## src/sitoa_pkg.sv

```systemverilog
// ============================================================================
// sitoa_pkg - shared types and constants for the signed integer to text block
// Field widths, radix limits, the digit character table and the control and
// status bundles between the sequencer and the serial divider.
// ============================================================================
`default_nettype none

package sitoa_pkg;

    localparam int VALUE_BITS          = 64;  // width of the value field on the port
    localparam int VALUE_WIDTH_DEFAULT = 64;
    localparam int RADIX_BITS          = 5;
    localparam int DIGIT_BITS          = 4;
    localparam int CH_BITS             = 7;
    localparam int OUT_TDATA_BITS      = 8;

    localparam logic [RADIX_BITS-1:0] RADIX_RESET = 5'd10;
    localparam logic [RADIX_BITS-1:0] RADIX_MIN   = 5'd2;
    localparam logic [RADIX_BITS-1:0] RADIX_MAX   = 5'd16;

    // lower-case ascii digits, indexed by digit value
    localparam logic [CH_BITS-1:0] DIGIT_CHARS [16] = '{
        7'h30, 7'h31, 7'h32, 7'h33, 7'h34, 7'h35, 7'h36, 7'h37,
        7'h38, 7'h39, 7'h61, 7'h62, 7'h63, 7'h64, 7'h65, 7'h66
    };

    typedef struct packed {
        logic load;   // load a new dividend and begin a pass
        logic start;  // begin a pass on the quotient left by the last one
    } div_ctrl_t;

    typedef struct packed {
        logic                  done;   // one-cycle pulse at the end of a pass
        logic [DIGIT_BITS-1:0] digit;  // remainder of the last pass
        logic                  q_nz;   // quotient of the last pass is non-zero
    } div_stat_t;

endpackage

`default_nettype wire

```

## src/sitoa_ram.sv

```systemverilog
// ============================================================================
// sitoa_ram - generic simple dual-port ram
// One write port and one read port, read data registered.
// ============================================================================
`default_nettype none

module sitoa_ram #(
    parameter int WIDTH = 4,
    parameter int DEPTH = 64
) (
    input  wire logic                     clk,
    input  wire logic                     we,
    input  wire logic [$clog2(DEPTH)-1:0] waddr,
    input  wire logic [WIDTH-1:0]         wdata,
    input  wire logic [$clog2(DEPTH)-1:0] raddr,
    output logic      [WIDTH-1:0]         rdata
);

    logic [WIDTH-1:0] mem [DEPTH];

    always_ff @(posedge clk)
    begin
        if (we)
        begin
            mem[waddr] <= wdata;
        end
        rdata <= mem[raddr];
    end

endmodule

`default_nettype wire

```

## src/sitoa_div.sv

```systemverilog
// ============================================================================
// sitoa_div - bit-serial divider by a small radix
// Restoring division, one dividend bit per cycle; the quotient shifts back
// into the dividend register so the next pass divides it again.
// ============================================================================
`default_nettype none

module sitoa_div #(
    parameter int W = 64
) (
    input  wire logic                               clk,
    input  wire logic                               rst_n,
    input  wire sitoa_pkg::div_ctrl_t               ctrl,
    input  wire logic [W-1:0]                       dividend,
    input  wire logic [sitoa_pkg::RADIX_BITS-1:0]   radix,
    output sitoa_pkg::div_stat_t                    stat
);

    import sitoa_pkg::*;

    localparam int SW = (W > 1) ? $clog2(W) : 1;
    localparam logic [SW-1:0] LAST_STEP = SW'(W - 1);

    logic [W-1:0]            q_reg, q_next;
    logic [DIGIT_BITS-1:0]   rem_reg, rem_next;
    logic [SW-1:0]           step_reg, step_next;
    logic                    busy_reg, busy_next;
    logic                    done_reg, done_next;
    logic                    qnz_reg, qnz_next;

    logic [RADIX_BITS-1:0]   trial;
    logic [RADIX_BITS-1:0]   diff;
    logic                    q_bit;

    always_comb
    begin
        trial = {rem_reg, q_reg[W-1]};
        diff  = trial - radix;
        q_bit = (trial >= radix);
    end

    always_comb
    begin
        q_next    = q_reg;
        rem_next  = rem_reg;
        step_next = step_reg;
        busy_next = busy_reg;
        done_next = 1'b0;
        qnz_next  = qnz_reg;
        if (ctrl.load || ctrl.start)
        begin
            if (ctrl.load)
            begin
                q_next = dividend;
            end
            rem_next  = '0;
            step_next = '0;
            busy_next = 1'b1;
            qnz_next  = 1'b0;
        end
        else if (busy_reg)
        begin
            q_next    = {q_reg[W-2:0], q_bit};
            rem_next  = q_bit ? diff[DIGIT_BITS-1:0] : trial[DIGIT_BITS-1:0];
            qnz_next  = qnz_reg | q_bit;
            step_next = step_reg + SW'(1);
            if (step_reg == LAST_STEP)
            begin
                busy_next = 1'b0;
                done_next = 1'b1;
            end
        end
    end

    always_ff @(posedge clk or negedge rst_n)
    begin
        if (!rst_n)
        begin
            step_reg <= '0;
            busy_reg <= 1'b0;
            done_reg <= 1'b0;
            qnz_reg  <= 1'b0;
        end
        else
        begin
            step_reg <= step_next;
            busy_reg <= busy_next;
            done_reg <= done_next;
            qnz_reg  <= qnz_next;
        end
    end

    always_ff @(posedge clk)
    begin
        q_reg   <= q_next;
        rem_reg <= rem_next;
    end

    assign stat.done  = done_reg;
    assign stat.digit = rem_reg;
    assign stat.q_nz  = qnz_reg;

endmodule

`default_nettype wire

```

## src/signed_int_to_ascii_base.sv

```systemverilog
// ============================================================================
// signed_int_to_ascii_base - signed integer to ascii text in base 2 to 16
// Takes the magnitude of each value, splits it into digits with a serial
// divider, stores them and sends them back most significant first.
// ============================================================================
//
//  channel   dir  fields                                 per transfer
//  s_axis    in   tdata[63:0] value                      one integer
//  m_axis    out  tdata[6:0] ch, tuser negative, tlast   one digit
//  cfg       in   cfg_wdata[4:0] radix                   one register write
//
//  each digit comes from one pass of the bit-serial divider, and each digit sent
//  goes through the digit ram and output register in the ST_RD, ST_LOAD and
//  ST_SEND states.
//  no input is taken until the last digit of the previous item is sent.
//  reset leaves radix at ten and the block idle; the digit ram is not cleared.
//  a stall on m_axis holds the current digit and the whole item behind it.
//
`default_nettype none

module signed_int_to_ascii_base #(
    parameter int VALUE_WIDTH = sitoa_pkg::VALUE_WIDTH_DEFAULT
) (
    input  wire logic                                   clk,
    input  wire logic                                   rst_n,

    input  wire logic                                   s_axis_tvalid,
    output logic                                        s_axis_tready,
    input  wire logic [sitoa_pkg::VALUE_BITS-1:0]       s_axis_tdata,   // [63:0] value

    output logic                                        m_axis_tvalid,
    input  wire logic                                   m_axis_tready,
    output logic [sitoa_pkg::OUT_TDATA_BITS-1:0]        m_axis_tdata,   // [6:0] ch, [7] zero
    output logic                                        m_axis_tuser,   // [0] negative
    output logic                                        m_axis_tlast,

    input  wire logic                                   cfg_we,
    input  wire logic [sitoa_pkg::RADIX_BITS-1:0]       cfg_wdata
);

    import sitoa_pkg::*;

    localparam int AW = (VALUE_WIDTH > 1) ? $clog2(VALUE_WIDTH) : 1;
    localparam int CW = $clog2(VALUE_WIDTH + 1);
    localparam logic [CW-1:0] MAX_DIGITS = CW'(VALUE_WIDTH);

    typedef enum logic [2:0] {
        ST_IDLE,
        ST_DIV,
        ST_RD,
        ST_LOAD,
        ST_SEND
    } state_t;

    state_t                  state_reg, state_next;
    logic [CW-1:0]           cnt_reg, cnt_next;
    logic                    neg_reg, neg_next;
    logic [CH_BITS-1:0]      ch_reg, ch_next;
    logic                    last_reg, last_next;
    logic                    valid_reg, valid_next;
    logic [RADIX_BITS-1:0]   radix_reg;

    logic [RADIX_BITS-1:0]   radix_eff;
    logic [VALUE_WIDTH-1:0]  v;
    logic [VALUE_WIDTH-1:0]  mag;
    logic [CW-1:0]           cnt_inc;
    logic [CW-1:0]           cnt_dec;
    logic                    in_xfer;

    div_ctrl_t               div_ctrl;
    div_stat_t               div_stat;

    logic                    ram_we;
    logic [DIGIT_BITS-1:0]   ram_rdata;

    always_comb
    begin
        if (radix_reg < RADIX_MIN)
        begin
            radix_eff = RADIX_MIN;
        end
        else if (radix_reg > RADIX_MAX)
        begin
            radix_eff = RADIX_MAX;
        end
        else
        begin
            radix_eff = radix_reg;
        end
    end

    // magnitude taken as unsigned so the most negative value works too
    assign v       = s_axis_tdata[VALUE_WIDTH-1:0];
    assign mag     = v[VALUE_WIDTH-1] ? VALUE_WIDTH'(~v + 1'b1) : v;
    assign cnt_inc = cnt_reg + CW'(1);
    assign cnt_dec = cnt_reg - CW'(1);
    assign in_xfer = s_axis_tvalid && s_axis_tready;

    sitoa_div #(
        .W (VALUE_WIDTH)
    ) u_div (
        .clk      (clk),
        .rst_n    (rst_n),
        .ctrl     (div_ctrl),
        .dividend (mag),
        .radix    (radix_eff),
        .stat     (div_stat)
    );

    // digits land least significant first at the running count
    sitoa_ram #(
        .WIDTH (DIGIT_BITS),
        .DEPTH (VALUE_WIDTH)
    ) u_digits (
        .clk   (clk),
        .we    (ram_we),
        .waddr (cnt_reg[AW-1:0]),
        .wdata (div_stat.digit),
        .raddr (cnt_dec[AW-1:0]),
        .rdata (ram_rdata)
    );

    always_comb
    begin
        state_next     = state_reg;
        cnt_next       = cnt_reg;
        neg_next       = neg_reg;
        ch_next        = ch_reg;
        last_next      = last_reg;
        valid_next     = valid_reg;
        div_ctrl.load  = 1'b0;
        div_ctrl.start = 1'b0;
        ram_we         = 1'b0;
        unique case (state_reg)
            ST_IDLE:
            begin
                if (in_xfer)
                begin
                    neg_next      = v[VALUE_WIDTH-1];
                    cnt_next      = '0;
                    div_ctrl.load = 1'b1;
                    state_next    = ST_DIV;
                end
            end
            ST_DIV:
            begin
                if (div_stat.done)
                begin
                    ram_we   = 1'b1;
                    cnt_next = cnt_inc;
                    if (!div_stat.q_nz || cnt_inc == MAX_DIGITS)
                    begin
                        state_next = ST_RD;
                    end
                    else
                    begin
                        div_ctrl.start = 1'b1;
                    end
                end
            end
            ST_RD:
            begin
                state_next = ST_LOAD;
            end
            ST_LOAD:
            begin
                ch_next    = DIGIT_CHARS[ram_rdata];
                last_next  = (cnt_reg == CW'(1));
                cnt_next   = cnt_dec;
                valid_next = 1'b1;
                state_next = ST_SEND;
            end
            ST_SEND:
            begin
                if (m_axis_tready)
                begin
                    valid_next = 1'b0;
                    state_next = last_reg ? ST_IDLE : ST_RD;
                end
            end
            default:
            begin
                state_next = ST_IDLE;
            end
        endcase
    end

    always_ff @(posedge clk or negedge rst_n)
    begin
        if (!rst_n)
        begin
            state_reg <= ST_IDLE;
            cnt_reg   <= '0;
            valid_reg <= 1'b0;
            radix_reg <= RADIX_RESET;
            neg_reg   <= 1'b0;
            ch_reg    <= '0;
            last_reg  <= 1'b0;
        end
        else
        begin
            state_reg <= state_next;
            cnt_reg   <= cnt_next;
            valid_reg <= valid_next;
            neg_reg   <= neg_next;
            ch_reg    <= ch_next;
            last_reg  <= last_next;
            if (cfg_we)
            begin
                radix_reg <= cfg_wdata;
            end
        end
    end

    assign s_axis_tready = (state_reg == ST_IDLE);
    assign m_axis_tvalid = valid_reg;
    assign m_axis_tdata  = {1'b0, ch_reg};
    assign m_axis_tuser  = neg_reg;
    assign m_axis_tlast  = last_reg;

    a_no_overlap: assert property (@(posedge clk) disable iff (!rst_n)
        !(s_axis_tready && m_axis_tvalid))
        else $error("input taken while a digit is pending");

    a_back_to_idle: assert property (@(posedge clk) disable iff (!rst_n)
        (m_axis_tvalid && m_axis_tready && m_axis_tlast) |=> s_axis_tready)
        else $error("block not idle after last digit");

    a_digit_range: assert property (@(posedge clk) disable iff (!rst_n)
        div_stat.done |-> ({1'b0, div_stat.digit} < radix_eff))
        else $error("digit not below radix");

    a_done_in_div: assert property (@(posedge clk) disable iff (!rst_n)
        div_stat.done |-> (state_reg == ST_DIV))
        else $error("divider finished outside division");

    a_count_bound: assert property (@(posedge clk) disable iff (!rst_n)
        cnt_reg <= MAX_DIGITS)
        else $error("digit count past value width");

endmodule

`default_nettype wire

```

## config.mk

```make
export PLATFORM = sky130hd
export DESIGN_NAME = signed_int_to_ascii_base
export DESIGN_NICKNAME = d
export VERILOG_FILES = /design/src/sitoa_pkg.sv /design/src/sitoa_ram.sv /design/src/sitoa_div.sv /design/src/signed_int_to_ascii_base.sv
export SDC_FILE = /design/constraint.sdc
export NUM_CORES = 1
export LEC_CHECK = 0
export BUFFER_PORTS_ARGS = -buffer_cell sky130_fd_sc_hd__buf_2
export CAP_MARGIN = 20
export CORE_MARGIN = 2
export CORE_UTILIZATION = 40
export DETAILED_ROUTE_END_ITERATION = 6
export RECOVER_POWER = 50
export SYNTH_ARGS = -nofsm -noshare
export SYNTH_HDL_FRONTEND = slang
export SYNTH_SLANG_ARGS = --single-unit
export TNS_END_PERCENT = 10
```

## constraint.sdc

```tcl
create_clock -name clk -period 3.55 [get_ports clk]
set_input_delay 0 -clock clk [delete_from_list [all_inputs] [get_ports clk]]
set_output_delay 0 -clock clk [all_outputs]
set_load 0.05 [all_outputs]
```

==> Flow_metrics.wiki <==
{| class="wikitable"
! Metric !! Value
|-
| Core Area || 0.0406 mm2
|-
| Via count of the first global-routing pass || 10000
|-
| Worst setup slack for register-to-register paths || 0.59 ns
|-
| Mean cell area of the mapped netlist || 14.2 um2
|-
| Clock-pin slew of the registers on the worst-case setup and hold paths || 0.06 ns
|-
| Seq cells post-synth || 362
|-
| Post-placement cell area || 0.0174 mm2
|-
| Slew of the pin with the lowest slew margin || 1.97 ns
|-
| Crit start category || flip-flop
|-
| Number of vias per cell after detailed routing || 5.43
|-
| Share of post-route cells with drive strength above 1 || 18.1%
|-
| Resized Gates After CTS || 0
|-
| Worst flop-to-flop path startpoint || cnt_reg[3]
|-
| Cell row count || 74
|-
| Final antenna-violating net count || 0
|-
| Worst-case vdd ir drop || 0.000460 V
|-
| Top-area cell type share of the netlist area || 58.8%
|-
| RSZ-0062 raised after global routing || no
|-
| Setup crit end || u_div.q_reg[60]
|-
| Total grt overflow || 0
|-
| Maximum fanout encountered on the critical timing path || 64
|-
| Worst skew pair latency || 0.54 ns
|-
| Worst slack on hold paths || 0.0999 ns
|-
| Final worst-path setup slack || 0.589 ns
|-
| WP data arrival || 3.16 ns
|-
| Clock buffer count from CTS || 39
|-
| Final Slew Violations || 35
|-
| Total number of nets in the final design || 1402
|-
| Number of H-tree branching levels || 2
|-
| Number of I/O port buffers || 84
|-
| Depth of the most critical reg-to-reg path || 7
|-
| Cell type with the largest total area after synthesis || sky130_fd_sc_hd__edfxtp_1
|-
| Total vias in the final route || 10200
|-
| Flip-flop count of the largest register, all copies and words added || 256
|-
| Number of violations reported at the end of detailed-routing iteration 0 || 787
|-
| Die span in y || 206 um
|-
| Drc violations || 0
|-
| CP Class || reg -> reg
|-
| Pin count of the biggest net entering global routing || 98
|-
| DPL Wire Length || 23.3 mm
|-
| Min Tclk post-route || 2.96 ns
|-
| Warning count from the yosys run || 0
|-
| Final-report hold violation count || 0
|-
| Worst clock skew || 0.0174 ns
|-
| Endpoint type of the worst setup path || flip-flop
|-
| Post-synthesis cell type count || 59
|-
| Most numerous cell in the Yosys netlist || sky130_fd_sc_hd__edfxtp_1
|-
| Initial antenna violation count || 0
|-
| Post-route clock period utilization || 83.4%
|-
| Die Footprint || 0.0425 mm2
|-
| Cell Area, Synth || 0.0163 mm2
|-
| Post-route total power || 14.3 mW
|-
| Max clock buf depth || 3
|-
| # Max-Cap Violations || 1
|-
| Most common flop cell mapped by yosys || sky130_fd_sc_hd__edfxtp_1
|-
| Crit Reg-Reg Endpoint || u_div.q_reg[60]
|-
| Routed WL || 37.6 mm
|-
| Clock sink count || 362
|-
| Violated checks || max-capacitance violations, max-slew violations
|-
| Die width || 206 um
|-
| Worst slew margin relative to its limit || -31.4%
|-
| Length of the first detailed-routing pass in iterations || 5
|-
| Worst Setup Slack post-DPL || 0.677 ns
|-
| Critical path origin || cnt_reg[3]
|-
| Syn Nets || 1242
|-
| F_max || 0.338 GHz
|-
| Wirelength per Cell || 20.0 um
|-
| Share of flip-flops with an asynchronous set or reset || 9.39%
|-
| Wire length of the first global-routing pass || 58.4 mm
|-
| List of most frequent post-synthesis cells || sky130_fd_sc_hd__edfxtp_1 (320), sky130_fd_sc_hd__nand2_1 (140), sky130_fd_sc_hd__nor2_1 (107)
|-
| Final estimated routing congestion in global placement || 0.837
|-
| Worst endpoint required time || 3.75 ns
|-
| Initial Utilization || 40.3%
|-
| Worst Hold Class || in -> reg
|-
| Synthesized instance count || 1155
|-
| Leakage power || 6.69 nW
|-
| Sequential share of the synthesized area || 65.0%
|-
| Area of all placed cells without fillers || 0.0193 mm2
|-
| Final setup violating endpoints || 0
|-
| # diodes || 0
|-
| Layout-stage area growth over the synthesis result || 18.2%
|-
| CTS tree || built
|-
| Status || finished with violations
|-
| Number of enable-type register cells in the synthesized netlist || 320
|-
| Pwr Density || 741 mW/mm2
|-
| CTS Root Cell || sky130_fd_sc_hd__clkbuf_16
|-
| Number of top-level design ports || 86
|-
| Overall fraction of global-route tracks in use || 18.0%
|-
| Top cells by area in the synthesized netlist || sky130_fd_sc_hd__edfxtp_1 (59%), sky130_fd_sc_hd__mux4_2 (9.9%), sky130_fd_sc_hd__dfrtp_1 (4.9%), sky130_fd_sc_hd__xor2_1 (3.5%), sky130_fd_sc_hd__nand2_1 (3.2%)
|}
==> metal layers <==
metal | GRT usage, % | vias up | part of all wire, %
met2 | 29.1 | 316 | 48
li1 | - | 4730 | -
met3 | 3.45 | 65 | 6.3
met5 | 0 | - | 0
met4 | 5.28 | 0 | 2.6
met1 | 24.7 | 5067 | 43
==> through the flow <==
step	utilization (%)	TNS, ns	std cells
floorplan	-	-0.185	1155
detailed placement	42.9	0	1728
global placement	42.9	0	1728
CTS	47.8	0	1875
finish	47.6	0	1876
global route	47.6	0	1876
==> critical path: stages, from the launching register on <==
cell                       delay [ns]
sky130_fd_sc_hd__dfrtp_1         0.59
sky130_fd_sc_hd__nand2_1         0.21
sky130_fd_sc_hd__or4b_1          0.54
sky130_fd_sc_hd__a211o_1         0.32
sky130_fd_sc_hd__a31oi_1         0.33
sky130_fd_sc_hd__nand2_1         0.15
sky130_fd_sc_hd__nand2b_2        0.13
sky130_fd_sc_hd__buf_12          0.31
==> what timing repair did <==
item / 4_1_cts / 5_1_grt
hold endpoints to repair: 106 / 0
buffers inserted: 0 / 0
hold buffers: 77 / 0
==> area by class of cell <==
class	instances	area, um2
clock buffer	54	1070
clock inverter	16	135
sequential	362	10600
multi-input combinational	718	5430
timing repair buffer	181	1350
tap	532	666
inverter	13	48.8
fill	3541	21200
==> power breakdown <==
group	total, mW	internal [mW]	switching, mW	leakage [nW]
Combinational	4.56	1.93	2.63	2.63
Sequential	5.90	5.65	0.242	3.47
Clock	3.87	2.26	1.61	0.591
Total	14.3	9.85	4.47	6.69
==> logic make-up (layout without fill, tap and decap cells) <==
| logic type | after synthesis | after routing | synth area share, % |
|---|---|---|---|
| fa+ha+maj | 13 | 13 | 1.04 |
| mux | 87 | 87 | 10.9 |
| flops | 362 | 362 | 65.0 |
| simple gates | 361 | 361 | 10.1 |
| buf+inv | 75 | 264 | 1.87 |
| other cells | 1 | 1 | 0.0229 |
| xor+xnor | 75 | 75 | 4.02 |
| compound gates | 181 | 181 | 7.04 |
==> worst min-delay path by stage <==
| stage | start | to | depth (start not counted) |
|---|---|---|---|
| floorplan | rst_n | ch_reg[0] | 0 |
| global placement | rst_n | ch_reg[2] | 1 |
| detailed placement | rst_n | ch_reg[1] | 1 |
| CTS | s_axis_tdata[63] | u_div.q_reg[54] | 4 |
| global route | s_axis_tdata[63] | u_div.q_reg[53] | 4 |
| finish | s_axis_tdata[63] | u_div.q_reg[54] | 4 |
==> cell usage in the layout, fill, tap and decap left out, types with 12 or more instances in the layout <==
| cell | Yosys | layout |
|---|---|---|
| sky130_fd_sc_hd__clkbuf_16 | 0 | 40 |
| sky130_fd_sc_hd__nand3_1 | 30 | 30 |
| sky130_fd_sc_hd__edfxtp_1 | 320 | 320 |
| sky130_fd_sc_hd__a21oi_1 | 29 | 29 |
| sky130_fd_sc_hd__inv_1 | 13 | 13 |
| sky130_fd_sc_hd__nand2_1 | 140 | 140 |
| sky130_fd_sc_hd__dlygate4sd3_1 | 0 | 77 |
| sky130_fd_sc_hd__o41ai_1 | 12 | 12 |
| sky130_fd_sc_hd__or4_1 | 13 | 13 |
| sky130_fd_sc_hd__dfrtp_1 | 32 | 31 |
| sky130_fd_sc_hd__o31ai_1 | 16 | 16 |
| sky130_fd_sc_hd__xor2_1 | 65 | 65 |
| sky130_fd_sc_hd__clkbuf_1 | 41 | 28 |
| sky130_fd_sc_hd__nor2_1 | 107 | 107 |
| sky130_fd_sc_hd__mux4_2 | 72 | 72 |
| sky130_fd_sc_hd__o21ai_0 | 81 | 81 |
| sky130_fd_sc_hd__buf_2 | 11 | 71 |
No activity file was read; power rests on OpenSTA's default activity.
